==> src/rtl/zsew_pkg.sv <==
// zsew_pkg: constants, codes, channel payloads and a helper function for the stored-entry walker
// no dependencies
`default_nettype none
package zsew_pkg;
  localparam int POSITION_BITS_DEF = 32;
  localparam int COUNT_BITS_DEF = 16;
  localparam logic [31:0] SIG_LOCAL = 32'h04034b50;
  localparam logic [31:0] SIG_CENTRAL = 32'h02014b50;
  localparam logic [31:0] SIG_END = 32'h06054b50;

  localparam logic [1:0] CFG_MAX_ARCHIVE = 2'd0;
  localparam logic [1:0] CFG_MAX_ENTRY = 2'd1;
  localparam logic [1:0] CFG_MAX_COUNT = 2'd2;

  localparam logic [3:0] ST_OK = 4'd0;
  localparam logic [3:0] ST_SHORT = 4'd1;
  localparam logic [3:0] ST_TOO_BIG = 4'd2;
  localparam logic [3:0] ST_TRUNC = 4'd3;
  localparam logic [3:0] ST_COMPRESSED = 4'd4;
  localparam logic [3:0] ST_MISMATCH = 4'd5;
  localparam logic [3:0] ST_ENTRY_BIG = 4'd6;
  localparam logic [3:0] ST_UNSAFE = 4'd7;
  localparam logic [3:0] ST_TOO_MANY = 4'd8;
  localparam logic [3:0] ST_TRAILER = 4'd9;
  localparam logic [3:0] ST_NONE = 4'd10;

  typedef enum logic [2:0] {PH_HDR, PH_NAME, PH_EXTRA, PH_DATA, PH_STOP} phase_t;

  // channel payloads
  typedef struct packed {
    logic       has_byte;
    logic [7:0] archive_byte;
    logic       end_of_archive;
  } byte_item_t;

  typedef struct packed {
    logic [1:0]  index;
    logic [31:0] data;
  } reg_write_t;

  typedef struct packed {
    logic        result_kind;
    logic [3:0]  status;
    logic [15:0] entry_index;
    logic [31:0] data_offset;
    logic [31:0] entry_size;
    logic        last_of_run;
  } walk_result_t;

  typedef struct packed {
    logic [1:0] esc;
    logic [3:0] esc_hi;
    logic [1:0] count;
    logic       first_letter;
    logic [1:0] seg;
    logic       bad;
  } name_state_t;

  typedef struct packed {
    logic       valid;
    logic       kind;
    logic [3:0] status;
    logic [15:0] index;
    logic [31:0] offset;
    logic [31:0] size;
    logic       last;
  } result_t;

  function automatic logic [4:0] hex_val(input logic [7:0] c);
    if (c >= 8'h30 && c <= 8'h39) return {1'b0, c[3:0]};
    if ((c >= 8'h41 && c <= 8'h46) || (c >= 8'h61 && c <= 8'h66))
      return 5'(c[3:0] + 4'd9);
    return 5'd16;
  endfunction
endpackage
`default_nettype wire

==> src/rtl/zsew_name_check.sv <==
// zsew_name_check: next state of the entry name vetting for one raw byte
// depends on zsew_pkg
`default_nettype none
module zsew_name_check import zsew_pkg::*; (
  input  wire name_state_t cur,
  input  wire logic [7:0]  raw,
  output name_state_t      nxt
);
  logic [4:0] h;
  logic [7:0] c;
  logic       use_char;
  name_state_t s;
  always_comb begin
    h = hex_val(raw);
    s = cur;
    c = (raw == 8'h5c) ? 8'h2f : raw;
    use_char = 1'b0;
    if (!cur.bad) begin
      if (cur.esc == 2'd1) begin
        if (h[4]) s.bad = 1'b1;
        else begin
          s.esc_hi = h[3:0];
          s.esc = 2'd2;
        end
      end else if (cur.esc == 2'd2) begin
        if (h[4]) s.bad = 1'b1;
        else begin
          s.esc = 2'd0;
          c = {cur.esc_hi, h[3:0]};
          use_char = 1'b1;
        end
      end else if (c == 8'h25) s.esc = 2'd1;
      else use_char = 1'b1;
    end
    if (use_char) begin
      if (c == 8'h00) s.bad = 1'b1;
      if (cur.count == 2'd0) begin
        if (c == 8'h2f) s.bad = 1'b1;
        s.first_letter = (c >= 8'h41 && c <= 8'h5a) || (c >= 8'h61 && c <= 8'h7a);
      end else if (cur.count == 2'd1 && cur.first_letter && c == 8'h3a) s.bad = 1'b1;
      if (c == 8'h2f) begin
        if (cur.seg != 2'd3) s.bad = 1'b1;
        s.seg = 2'd0;
      end else if (c == 8'h2e) begin
        if (cur.seg != 2'd3) s.seg = cur.seg + 2'd1;
      end else s.seg = 2'd3;
      if (cur.count != 2'd2) s.count = cur.count + 2'd1;
    end
    nxt = s;
  end
endmodule
`default_nettype wire

==> src/rtl/zsew_walker.sv <==
// zsew_walker: per-byte header, section, limit and status logic
// depends on zsew_pkg, zsew_name_check
`default_nettype none
module zsew_walker import zsew_pkg::*; #(
  parameter int POSITION_BITS = POSITION_BITS_DEF,
  parameter int COUNT_BITS = COUNT_BITS_DEF
) (
  input  wire logic        clk,
  input  wire logic        rst,
  input  wire logic        step,
  input  wire logic        has_byte,
  input  wire logic [7:0]  archive_byte,
  input  wire logic        end_of_archive,
  input  wire logic [31:0] max_archive_bytes,
  input  wire logic [31:0] max_entry_bytes,
  input  wire logic [15:0] max_entry_count,
  output result_t          res_a,
  output result_t          res_b
);
  localparam logic [POSITION_BITS-1:0] POS_MAX = '1;
  localparam logic [COUNT_BITS-1:0] COUNT_MAX = '1;

  phase_t phase, phase_n;
  logic [4:0] hidx, hidx_n;
  logic [31:0] sig, sig_n, packed_size, packed_n, unpacked_size, unpacked_n, rem, rem_n;
  logic [15:0] comp, comp_n, name_len, name_len_n, extra_len, extra_len_n;
  logic [POSITION_BITS-1:0] pos, pos_n, dstart, dstart_n;
  logic [COUNT_BITS-1:0] seen, seen_n;
  logic ovf, ovf_n;
  name_state_t ns, ns_n, ns_byte;
  logic [3:0] err, err_n, code, fstat;
  logic done, rec;
  logic [4:0] hi1;
  result_t ra, rb;

  zsew_name_check u_name (.cur(ns), .raw(archive_byte), .nxt(ns_byte));

  always_comb begin
    phase_n = phase; hidx_n = hidx; sig_n = sig; comp_n = comp;
    packed_n = packed_size; unpacked_n = unpacked_size; name_len_n = name_len;
    extra_len_n = extra_len; rem_n = rem; pos_n = pos; dstart_n = dstart;
    seen_n = seen; ovf_n = ovf; ns_n = ns; err_n = err;
    done = 1'b0; rec = 1'b0; code = ST_OK; hi1 = hidx + 5'd1;
    ra = '0; rb = '0;
    if (has_byte) begin
      if (pos == POS_MAX) begin
        ovf_n = 1'b1;
        if (phase != PH_STOP) begin
          err_n = ST_TRUNC; phase_n = PH_STOP;
        end
      end else begin
        pos_n = pos + 1'b1;
        if (phase == PH_HDR) begin
          case (hidx)
            5'd0: sig_n[7:0] = archive_byte;
            5'd1: sig_n[15:8] = archive_byte;
            5'd2: sig_n[23:16] = archive_byte;
            5'd3: sig_n[31:24] = archive_byte;
            5'd8: comp_n[7:0] = archive_byte;
            5'd9: comp_n[15:8] = archive_byte;
            5'd18: packed_n[7:0] = archive_byte;
            5'd19: packed_n[15:8] = archive_byte;
            5'd20: packed_n[23:16] = archive_byte;
            5'd21: packed_n[31:24] = archive_byte;
            5'd22: unpacked_n[7:0] = archive_byte;
            5'd23: unpacked_n[15:8] = archive_byte;
            5'd24: unpacked_n[23:16] = archive_byte;
            5'd25: unpacked_n[31:24] = archive_byte;
            5'd26: name_len_n[7:0] = archive_byte;
            5'd27: name_len_n[15:8] = archive_byte;
            5'd28: extra_len_n[7:0] = archive_byte;
            5'd29: extra_len_n[15:8] = archive_byte;
            default: ;
          endcase
          hidx_n = hi1;
          if (hi1 == 5'd4 && sig_n != SIG_LOCAL) begin
            if (sig_n != SIG_CENTRAL && sig_n != SIG_END) err_n = ST_TRAILER;
            phase_n = PH_STOP;
          end else if (hi1 == 5'd30) begin
            // collapse empty sections straight through to data
            dstart_n = pos_n;
            if (name_len_n != 16'd0) begin
              phase_n = PH_NAME; rem_n = {16'd0, name_len_n};
            end else if (extra_len_n != 16'd0) begin
              phase_n = PH_EXTRA; rem_n = {16'd0, extra_len_n};
            end else begin
              phase_n = PH_DATA; rem_n = packed_n; done = (packed_n == 32'd0);
            end
          end
        end else if (phase != PH_STOP) begin
          if (phase == PH_NAME) ns_n = ns_byte;
          rem_n = rem - 32'd1;
          if (rem_n == 32'd0) begin
            if (phase == PH_NAME && extra_len != 16'd0) begin
              phase_n = PH_EXTRA; rem_n = {16'd0, extra_len};
            end else if (phase != PH_DATA && packed_size != 32'd0) begin
              // data starts at the next byte
              phase_n = PH_DATA; rem_n = packed_size; dstart_n = pos_n;
            end else begin
              if (phase != PH_DATA) dstart_n = pos_n;
              phase_n = PH_DATA; done = 1'b1;
            end
          end
        end
        if (done) begin
          if (comp_n != 16'd0) code = ST_COMPRESSED;
          else if (unpacked_n != packed_n) code = ST_MISMATCH;
          else if (max_entry_bytes != 32'd0 && unpacked_n > max_entry_bytes)
            code = ST_ENTRY_BIG;
          else if (ns_n.bad || ns_n.esc != 2'd0 || ns_n.count == 2'd0 || ns_n.seg != 2'd3)
            code = ST_UNSAFE;
          else if ((max_entry_count != 16'd0 &&
                    {{32{1'b0}}, seen} >= {{COUNT_BITS{1'b0}}, 16'd0, max_entry_count})
                   || seen == COUNT_MAX)
            code = ST_TOO_MANY;
          if (code != ST_OK) begin
            err_n = code; phase_n = PH_STOP;
          end else begin
            rec = 1'b1;
            ra.valid = 1'b1;
            ra.index = 16'(seen);
            ra.offset = 32'(dstart_n);
            ra.size = packed_n;
            ra.last = !end_of_archive;
            seen_n = seen + 1'b1;
            phase_n = PH_HDR; hidx_n = '0; sig_n = '0; comp_n = '0; packed_n = '0;
            unpacked_n = '0; name_len_n = '0; extra_len_n = '0; rem_n = '0;
            dstart_n = '0; ns_n = '0;
          end
        end
      end
    end
    if (!ovf_n && pos_n < POSITION_BITS'(4)) fstat = ST_SHORT;
    else if (max_archive_bytes != 32'd0 &&
             (ovf_n || {{32{1'b0}}, pos_n} > {{POSITION_BITS{1'b0}}, max_archive_bytes}))
      fstat = ST_TOO_BIG;
    else if (err_n != ST_OK) fstat = err_n;
    else if (phase_n == PH_HDR && hidx_n != 5'd0) fstat = ST_TRAILER;
    else if (phase_n == PH_NAME || phase_n == PH_EXTRA || phase_n == PH_DATA) fstat = ST_TRUNC;
    else if (seen_n == '0) fstat = ST_NONE;
    else fstat = ST_OK;
    rb.valid = end_of_archive;
    rb.kind = 1'b1;
    rb.status = fstat;
    rb.index = 16'(seen_n);
    rb.last = 1'b1;
    res_a = rec ? ra : rb;
    res_b = rec ? rb : '0;
    if (!step) begin
      res_a = '0; res_b = '0;
    end
  end

  always_ff @(posedge clk) begin
    if (rst || (step && end_of_archive)) begin
      phase <= PH_HDR; hidx <= '0; sig <= '0; comp <= '0; packed_size <= '0;
      unpacked_size <= '0; name_len <= '0; extra_len <= '0; rem <= '0;
      pos <= '0; dstart <= '0; seen <= '0; ovf <= 1'b0; ns <= '0; err <= ST_OK;
    end else if (step) begin
      phase <= phase_n; hidx <= hidx_n; sig <= sig_n; comp <= comp_n;
      packed_size <= packed_n; unpacked_size <= unpacked_n; name_len <= name_len_n;
      extra_len <= extra_len_n; rem <= rem_n; pos <= pos_n; dstart <= dstart_n;
      seen <= seen_n; ovf <= ovf_n; ns <= ns_n; err <= err_n;
    end
  end
endmodule
`default_nettype wire

==> config.mk <==
export PLATFORM = sky130hd
export DESIGN_NAME = zsew_walker
export DESIGN_NICKNAME = d
export VERILOG_FILES = /design/src/rtl/zsew_pkg.sv /design/src/rtl/zsew_name_check.sv /design/src/rtl/zsew_walker.sv
export SDC_FILE = /design/constraint.sdc
export NUM_CORES = 1
export LEC_CHECK = 0
export ABC_AREA = 0
export BUFFER_PORTS_ARGS = -buffer_cell sky130_fd_sc_hd__buf_2
export CORE_AREA = 2 2 147 293
export CTS_BUF_LIST = sky130_fd_sc_hd__clkbuf_16
export DETAILED_ROUTE_END_ITERATION = 10
export DIE_AREA = 0 0 149 295
export PLACE_DENSITY_LB_ADDON = 0.12
export SKIP_LAST_GASP = 1
export SLEW_MARGIN = 20
export SYNTH_ARGS = -nofsm -noshare
export SYNTH_HDL_FRONTEND = slang
export SYNTH_SLANG_ARGS = --single-unit
==> constraint.sdc <==
create_clock -name clk -period 13.25 [get_ports clk]
set_input_delay 0.6625 -clock clk [delete_from_list [all_inputs] [get_ports clk]]
set_output_delay 0.6625 -clock clk [all_outputs]
set_load 0.005 [all_outputs]
== After elaboration in Yosys (flattened, before gate mapping) ==
Cells that the tools add are included.
Widths: inputs -> output; s select.

* Bits in registers: 281
* Logic and storage cells: 352
* Bits of input ports: 93
* Output and inout bits: 174

* $add $sub $neg: 7
* Eq/ne operators: 42
* Mux-type cells: 217
* Reduce and logical (&&, ||, !) cells: 51
* Bitwise logic cells: 1
* Order comparisons: 14

{| class="wikitable"
|+ Operators by type and width
! operator !! count
|-
| $mux 32 || 36
|-
| $mux 8 || 59
|-
| $mux 87 || 4
|-
| $mux 81 || 4
|-
| $mux 16 || 15
|-
| $reduce_bool 32->1 || 3
|-
| $mux 4 || 23
|-
| $mux 12 || 7
|-
| $reduce_bool 16->1 || 5
|-
| $eq 5x5->1 const B || 13
|-
| $gt 32x32->1 || 2
|-
| $logic_not 32->1 || 2
|-
| $ne 32x27->1 const B || 2
|-
| $mux 5 || 9
|-
| $mux 1 || 38
|-
| $add 32x1->32 const B || 1
|-
| $eq 32x32->1 const B || 1
|-
| $eq 8x6->1 const B || 4
|-
| $ge 8x7->1 const B || 4
|-
| $le 8x7->1 const B || 4
|-
| $lt 32x3->1 const B || 1
|-
| $ne 32x26->1 const B || 1
|-
| $ne 32x32->1 || 1
|-
| $sub 32x1->32 const B || 1
|-
| 36 further kinds || 92
|}

== Longest topological paths before layout ==
Gate-level depths: netlist of run 1.

* Word-level depth: 49
* Depth in mapped cells: 26

== By module ==
A second synthesis of run 1 with hierarchy kept.

* Cell total of the unflattened synthesis: 3116
* Area total of the unflattened synthesis: 22406.5 um2

{| class="wikitable"
|+ Modules (own cells, without submodules)
! module !! sequential area each (um2) !! area an instance (um2) !! cells each !! times used
|-
| zsew_walker || 5625.4 || 21548.2 || 2991 || 1
|-
| zsew_name_check || 0.0 || 858.3 || 125 || 1
|}

== Least setup slack after synthesis of run 1 ==
Ideal clock, no wire load.

* Path type: register to output
* Start point: register rem[0]
* End point: output res_a[82] (netlist bit)
* Arrival: 4.770 ns
* Stages on the path, launching flop included: 18
* Path slack: 7.817 ns
* Cell sequence: dfxtp_1 clkbuf_1 inv_1 ha_1 clkbuf_1 nor4b_1 nand4_1 xnor2_1 or4_1 or4_1 nor4_1 a31oi_1 nor4_2 mux2i_1 a211oi_2 a41oi_1 o211ai_2 and3_1

{| class="wikitable"
|+ RTL lines
! item !! RTL line !! text
|-
| from (decl) || zsew_walker.sv:25 || <nowiki>logic [31:0] sig, sig_n, packed_size, packed_n, unpacked_size, unpacked_n, rem, rem_n;</nowiki>
|-
| from (signal assigned) || zsew_walker.sv:162 || <nowiki>extra_len <= extra_len_n; rem <= rem_n; pos <= pos_n; dstart <= dstart_n;</nowiki>
|-
| to (decl) || zsew_walker.sv:17 || <nowiki>output result_t res_a,</nowiki>
|}

==> impl_metrics.yaml, run 1 <==
cts:
  cts_setup_buffers: 0
  cts_buffers: 29
  ctsHoldBuffers: 0
  cts_resized: 0
  cts.reportedPaths.clkPinSlew_ns: 0.07
  ctsLongestPathBuffers: 3
  cts_tree: "built"
  clock_latency_ns: 0.59
  cts_root_buffer: "clkbuf_16"
  htree_levels: 1
  clock_sinks: 281
yosys:
  synth_simple_gate_area_share: 0.2825
  ys_warn_count: 0
  ys_ff_latch: 281
  syn-cell-area_mm2: 0.02267
  synthMuxAreaShare: 0.04166
  synthArstFlopShare: 0
  synth_compound_area_frac: 0.2185
  synth_fa_ha_area_frac: 0.05243
  avgSynthCellArea_um2: 7.116
  ys_seq_area_frac: 0.2481
  synth_area_leaders: "dfxtp_1, nor2_1, a21oi_1"
  synth_cells: 3186
  synth_top_family_by_area: "simple AND/OR/NAND/NOR gates"
  yosysTopAreaCell: "dfxtp_1"
  synth.distinct_cells: 97
  synth.top_cell.area_share: 0.2481
  synth-xor-area-share: 0.06606
  yosys_most_used_dff: "dfxtp_1"
  synth_edf_count: 0
worst_setup_path:
  worstSetupStartpointType: "flip-flop"
  cp-end-kind: "output port"
  arrival_ns: 7.75
  critical_path_class: "flip-flop to output port"
  crit_required_ns: 12.59
  crit_path_max_fanout: 60
  rr_worst_depth: 15
die:
  die_h_um: 295
  core_area_mm2: 0.04164
  rows: 106
  start_util: 0.5444
  ios: 267
  dieWidth_um: 149
  dieArea_mm2: 0.04396
global_routing:
  grt_max_degree: 101
  overflow: 0
  grt_pass1_wl_um: 136000
  grt_pass1_vias: 23660
  antenna_found_initial: 4
  grt_usage: 0.3993
sta:
  fmaxAchievable_ghz: 0.1188
  grt_setup_unrepaired: "false"
  setup-tns-final_ns: 0
  hold_viol_final: 0
  maxSlewHeadroom: 0.2579
  final_max_slew_viol_count: 0
  worst_pin_slew_ns: 1.103
  worst_clock_skew_ns: 0.01537
  fin_crit_sh: 0.6351
  post-route-min-period_ns: 8.415
  setup_violations: 0
power_and_ir_drop:
  clkPwrFrac: 0.427
  swShare: 0.2986
  power_per_cell_area_mw_per_mm2: 81.78
  pwr-share-comb: 0.141
  ir_drop_mv: 0.1093
  leakage_nw: 9.738
  p_int_w: 0.001402
  p_sw_w: 0.0005969
  seq_power_share: 0.433
placement:
  dpl_cell_area_mm2: 0.02348
  place_congestion: 1.014
  place_hpwl_um: 66590
  numPortBuffers: 202
detailed_routing:
  avgViaCountPerCell: 6.449
  drc: 0
  drt_iter0_drc: 1794
  drt-pass1-iter-count: 6
  vias: 24260
  ant_nets: 0
  wirelength_um: 90690
  post_drt_wl_per_cell_um: 24.11
run_status:
  outcome: "complete, no violations"
cells_and_area:
  fin_area_mm2: 0.02445
  ff_latch_area_mm2: 0.005625
  final_nets: 3387
  multi_input_area_mm2: 0.01532
  fillers: 3985
  synthToLayoutAreaGrowth_pct: 7.825
  drive_gt1_frac: 0.1161
run:
  maxCapViolations: 0
worst_hold_path:
  hold_path.class: "input pin to flip-flop"
  hold_path_depth: 3
-- final timing paths --
check	from	endpoint	slack (ns)
hold reg to reg	ns[3]	ns[3]	0.47
setup reg to reg	hidx[0]	sig[5]	5.06
hold / removal	rst	comp[6]	0.47
setup / recovery	hidx[0]	res_a[65]	4.84
-- layout by cell type, fill, tap and decap left out, types with 72 or more instances in the layout --
master   count
buf_2      202
dfxtp_1    281
ha_1        95
nor2_1     440
nor4_1      72
mux2i_1     82
xor2_1      81
xnor2_1     90
o21ai_0    169
nand2_1    303
nor3_1     105
inv_1      136
a21oi_1    239
-- power by group through the flow --
stage               registers, W  clock network [W]  logic [W]
detailed placement      0.000884                  0   0.000270
global route            0.000866           0.000885   0.000305
global placement        0.000884                  0   0.000265
floorplan               0.000877                  0   0.000196
CTS                     0.000865           0.000859   0.000271
finish                  0.000865           0.000853   0.000281
-- layer usage --
layer	track usage	share of wire
met1	0.3896	0.32
met2	0.6878	0.49
met3	0.07377	0.074
met4	0.3979	0.12
met5	0	0.00031
-- flip-flops by register name (all words and copies together), names as in the netlist, 16 cells and up --
name and cells:
sig 32, rem 32, seen 16, name_len 16
pos 32, comp 16, extra_len 16, packed_size 32
unpacked_size 32, dstart 32
-- through the flow --
step                      setup WS, ns  power (W)  hold WS (ns)  utilization  cells
after CTS                        4.997   0.001994        0.4414       0.5862   3758
after global routing             4.516   0.002056        0.4812       0.5870   3760
after floorplan                  7.817   0.001074        0.4322            -   3249
final                            4.835   0.001999        0.4670       0.5870   3761
after detailed placement         5.343   0.001154        0.4593       0.5638   3706
after global placement           5.563   0.001148        0.4563       0.5636   3706
-- worst max-delay path: stages (launching register included) --
cell and delay [ns]:
dfxtp_1 0.48, ha_1 0.48, nand4b_1 0.60, nor2_1 1.02, mux2i_1 0.25, xnor2_1 0.42, nand4_1 0.13, or4_1 0.69
or4_1 0.78, nor2_2 0.25, and3_1 0.64, nand2_4 0.31, buf_4 0.42, inv_2 0.35, a22o_1 0.19, buf_2 0.11
-- synthesized netlist by cell type, types with 12 or more instances --
cell type,n
nor2_1,440
nand2_1,306
dfxtp_1,281
a21oi_1,239
clkbuf_1,208
o21ai_0,170
inv_1,135
nor3_1,106
ha_1,95
xnor2_1,90
mux2i_1,82
xor2_1,81
nor4_1,74
buf_4,67
nand4_1,63
a211oi_1,59
nand3_1,57
a22oi_1,50
or3_1,35
and2_1,32
buf_2,30
a31oi_1,28
and3_1,26
a21o_1,25
a32oi_1,23
buf_1,22
or2_2,17
nand2b_1,16
or4_1,16
nor2b_1,15
o21a_1,15
nand4b_1,14
o22ai_1,14
o211ai_1,13
a2bb2oi_1,12
o31ai_1,12
-- logic make-up after synthesis --
group	Yosys count
fa+ha+maj	95
xor+xnor	171
other cells	1
simple gates	1304
mux	93
compound gates	775
flops	281
buf+inv	466
-- area by class of cell --
| class | count | share of cell area |
|---|---|---|
| multi-input cells | 2502 | 0.6267 |
| flip-flops and latches | 281 | 0.2301 |
| repair buffers | 248 | 0.05614 |
| clock buffers | 29 | 0.02968 |
| well taps | 540 | 0.02764 |
| inverters | 137 | 0.02103 |
| clock inverters | 23 | 0.008547 |
| diodes | 1 | 0.0001024 |
(Power assumes the default switching activity.)
==> run 2, diff against run 1 <==
clock period = 7.5 ns   (was 13.25 ns; I/O delays follow)
==> impl_metrics.yaml, run 2 (synthesis gave the netlist of run 1 again) <==
die:
  rows: 106
  core_area_mm2: 0.04164
  start_util: 0.5444
  dieWidth_um: 149
  die_h_um: 295
  ios: 267
  dieArea_mm2: 0.04396
worst_setup_path:
  critPathLaunch: "hidx[0]"
  rr_startpoint: "hidx[0]"
  worstSetupStartpointType: "flip-flop"
  crit_path_max_fanout: 52
  crit_required_ns: 7.12
  cp-end-kind: "output port"
  arrival_ns: 6.85
  critical_path_class: "flip-flop to output port"
sta:
  fmaxAchievable_ghz: 0.1384
  hold_viol_final: 0
  worst_pin_slew_ns: 1.111
  setup_violations: 0
  setup-tns-final_ns: 0
  worst_clock_skew_ns: 0.01832
  maxSlewHeadroom: 0.2545
  final_max_slew_viol_count: 0
  post-route-min-period_ns: 7.223
  grt_setup_unrepaired: "false"
  fin_crit_sh: 0.9631
detailed_routing:
  wirelength_um: 90620
  post_drt_wl_per_cell_um: 24.03
  drc: 0
  vias: 24400
  drt-pass1-iter-count: 8
  avgViaCountPerCell: 6.470
  drt_iter0_drc: 2080
  ant_nets: 0
cells_and_area:
  drive_gt1_frac: 0.1204
  fin_util: 0.5906
  final_common_cell: "nor2_1"
  fin_area_mm2: 0.02459
  layout_common_cells: "nor2_1, nand2_1, dfxtp_1"
  fillers: 4047
  final_nets: 3399
  synthToLayoutAreaGrowth_pct: 8.476
  antennaDiodeCount: 0
cts:
  cts_root_buffer: "clkbuf_16"
  clock_latency_ns: 0.60
  cts.reportedPaths.clkPinSlew_ns: 0.07
  cts_buffers: 28
  ctsHoldBuffers: 0
  ctsLongestPathBuffers: 3
  cts_tree: "built"
  htree_levels: 1
  clock_sinks: 281
worst_hold_path:
  hold_path.class: "input pin to flip-flop"
  holdCritStartpoint: "has_byte"
global_routing:
  antenna_found_initial: 3
  grt_max_degree: 113
  overflow: 0
  grt_usage: 0.3960
  grt_pass1_wl_um: 134800
  grt_pass1_vias: 23490
placement:
  numPortBuffers: 202
  place_congestion: 0.9951
  place_hpwl_um: 67270
  dpl_cell_area_mm2: 0.02356
power_and_ir_drop:
  leakage_nw: 9.818
  power_per_cell_area_mw_per_mm2: 144.4
  ir_drop_mv: 0.1742
run:
  maxCapViolations: 0
run_status:
  outcome: "complete, no violations"
run 2: path summary, 6_finish.rpt:
kind,endpoint,slack (ns),cells past startpoint
max reg2reg,unpacked_size[15],1.02,21
min reg2reg,sig[4],0.47,2
min,phase[0],0.29,4
max,res_a[65],0.28,21
run 2: power by group:
| part | internal, W | switching [W] | total, W |
|---|---|---|---|
| registers | 0.00151 | 0.0000209 | 0.00153 |
| clock network | 0.000830 | 0.000696 | 0.00153 |
| logic | 0.000161 | 0.000337 | 0.000498 |
run 2: routing by layer:
metal	GRT usage	vias to the layer above	wire length (um)
met5	0	-	17
met4	0.3754	2	9891
met3	0.06759	421	6470
met2	0.6948	1254	44610
met1	0.3872	11460	29630
li1	-	11260	-
run 2: layout make-up:
class	count	area, um^2	share of cell area
inverters	137	514.2	0.02091
clock buffers	28	700.7	0.02849
multi-input cells	2502	15330	0.6232
well taps	540	675.6	0.02747
flip-flops and latches	281	5628	0.2288
repair buffers	261	1486	0.06044
clock inverters	22	261.5	0.01063
run 2: repair_timing:
item,CTS,global route
buffers inserted,0,5
resized for setup,0,3
endpoints found under the setup margin,0,49
run 2: through the flow:
step           setup slack [ns]  hold WS, ns  power, W  instances
3_5_place_dp             0.6692       0.4650  0.002041       3715
6_report                 0.2771       0.2883  0.003552       3771
5_1_grt                 0.03671       0.3012  0.003653       3771
4_1_cts                 0.03979       0.2489  0.003542       3765
2_1_floorplan             2.355       0.4322  0.001897       3249
3_3_place_gp             0.8483       0.4549  0.002031       3715
run 2: worst max-delay path, cell delays in order (launching register included):
cell and delay, ns:
dfxtp_1 0.48, ha_1 0.47, nand2_1 0.21, nor3_4 0.29, buf_4 0.21, mux2i_1 0.44, inv_1 0.10, ha_1 0.30
nand3_1 0.07, a21oi_1 0.06, o31a_1 0.28, o21ai_0 0.48, nand2_1 0.09, o21ai_0 0.51, buf_4 0.27, nand4_1 0.32
nor2_2 0.29, and3_1 0.26, nand2_4 0.35, inv_2 0.40, a22o_1 0.17, buf_2 0.15
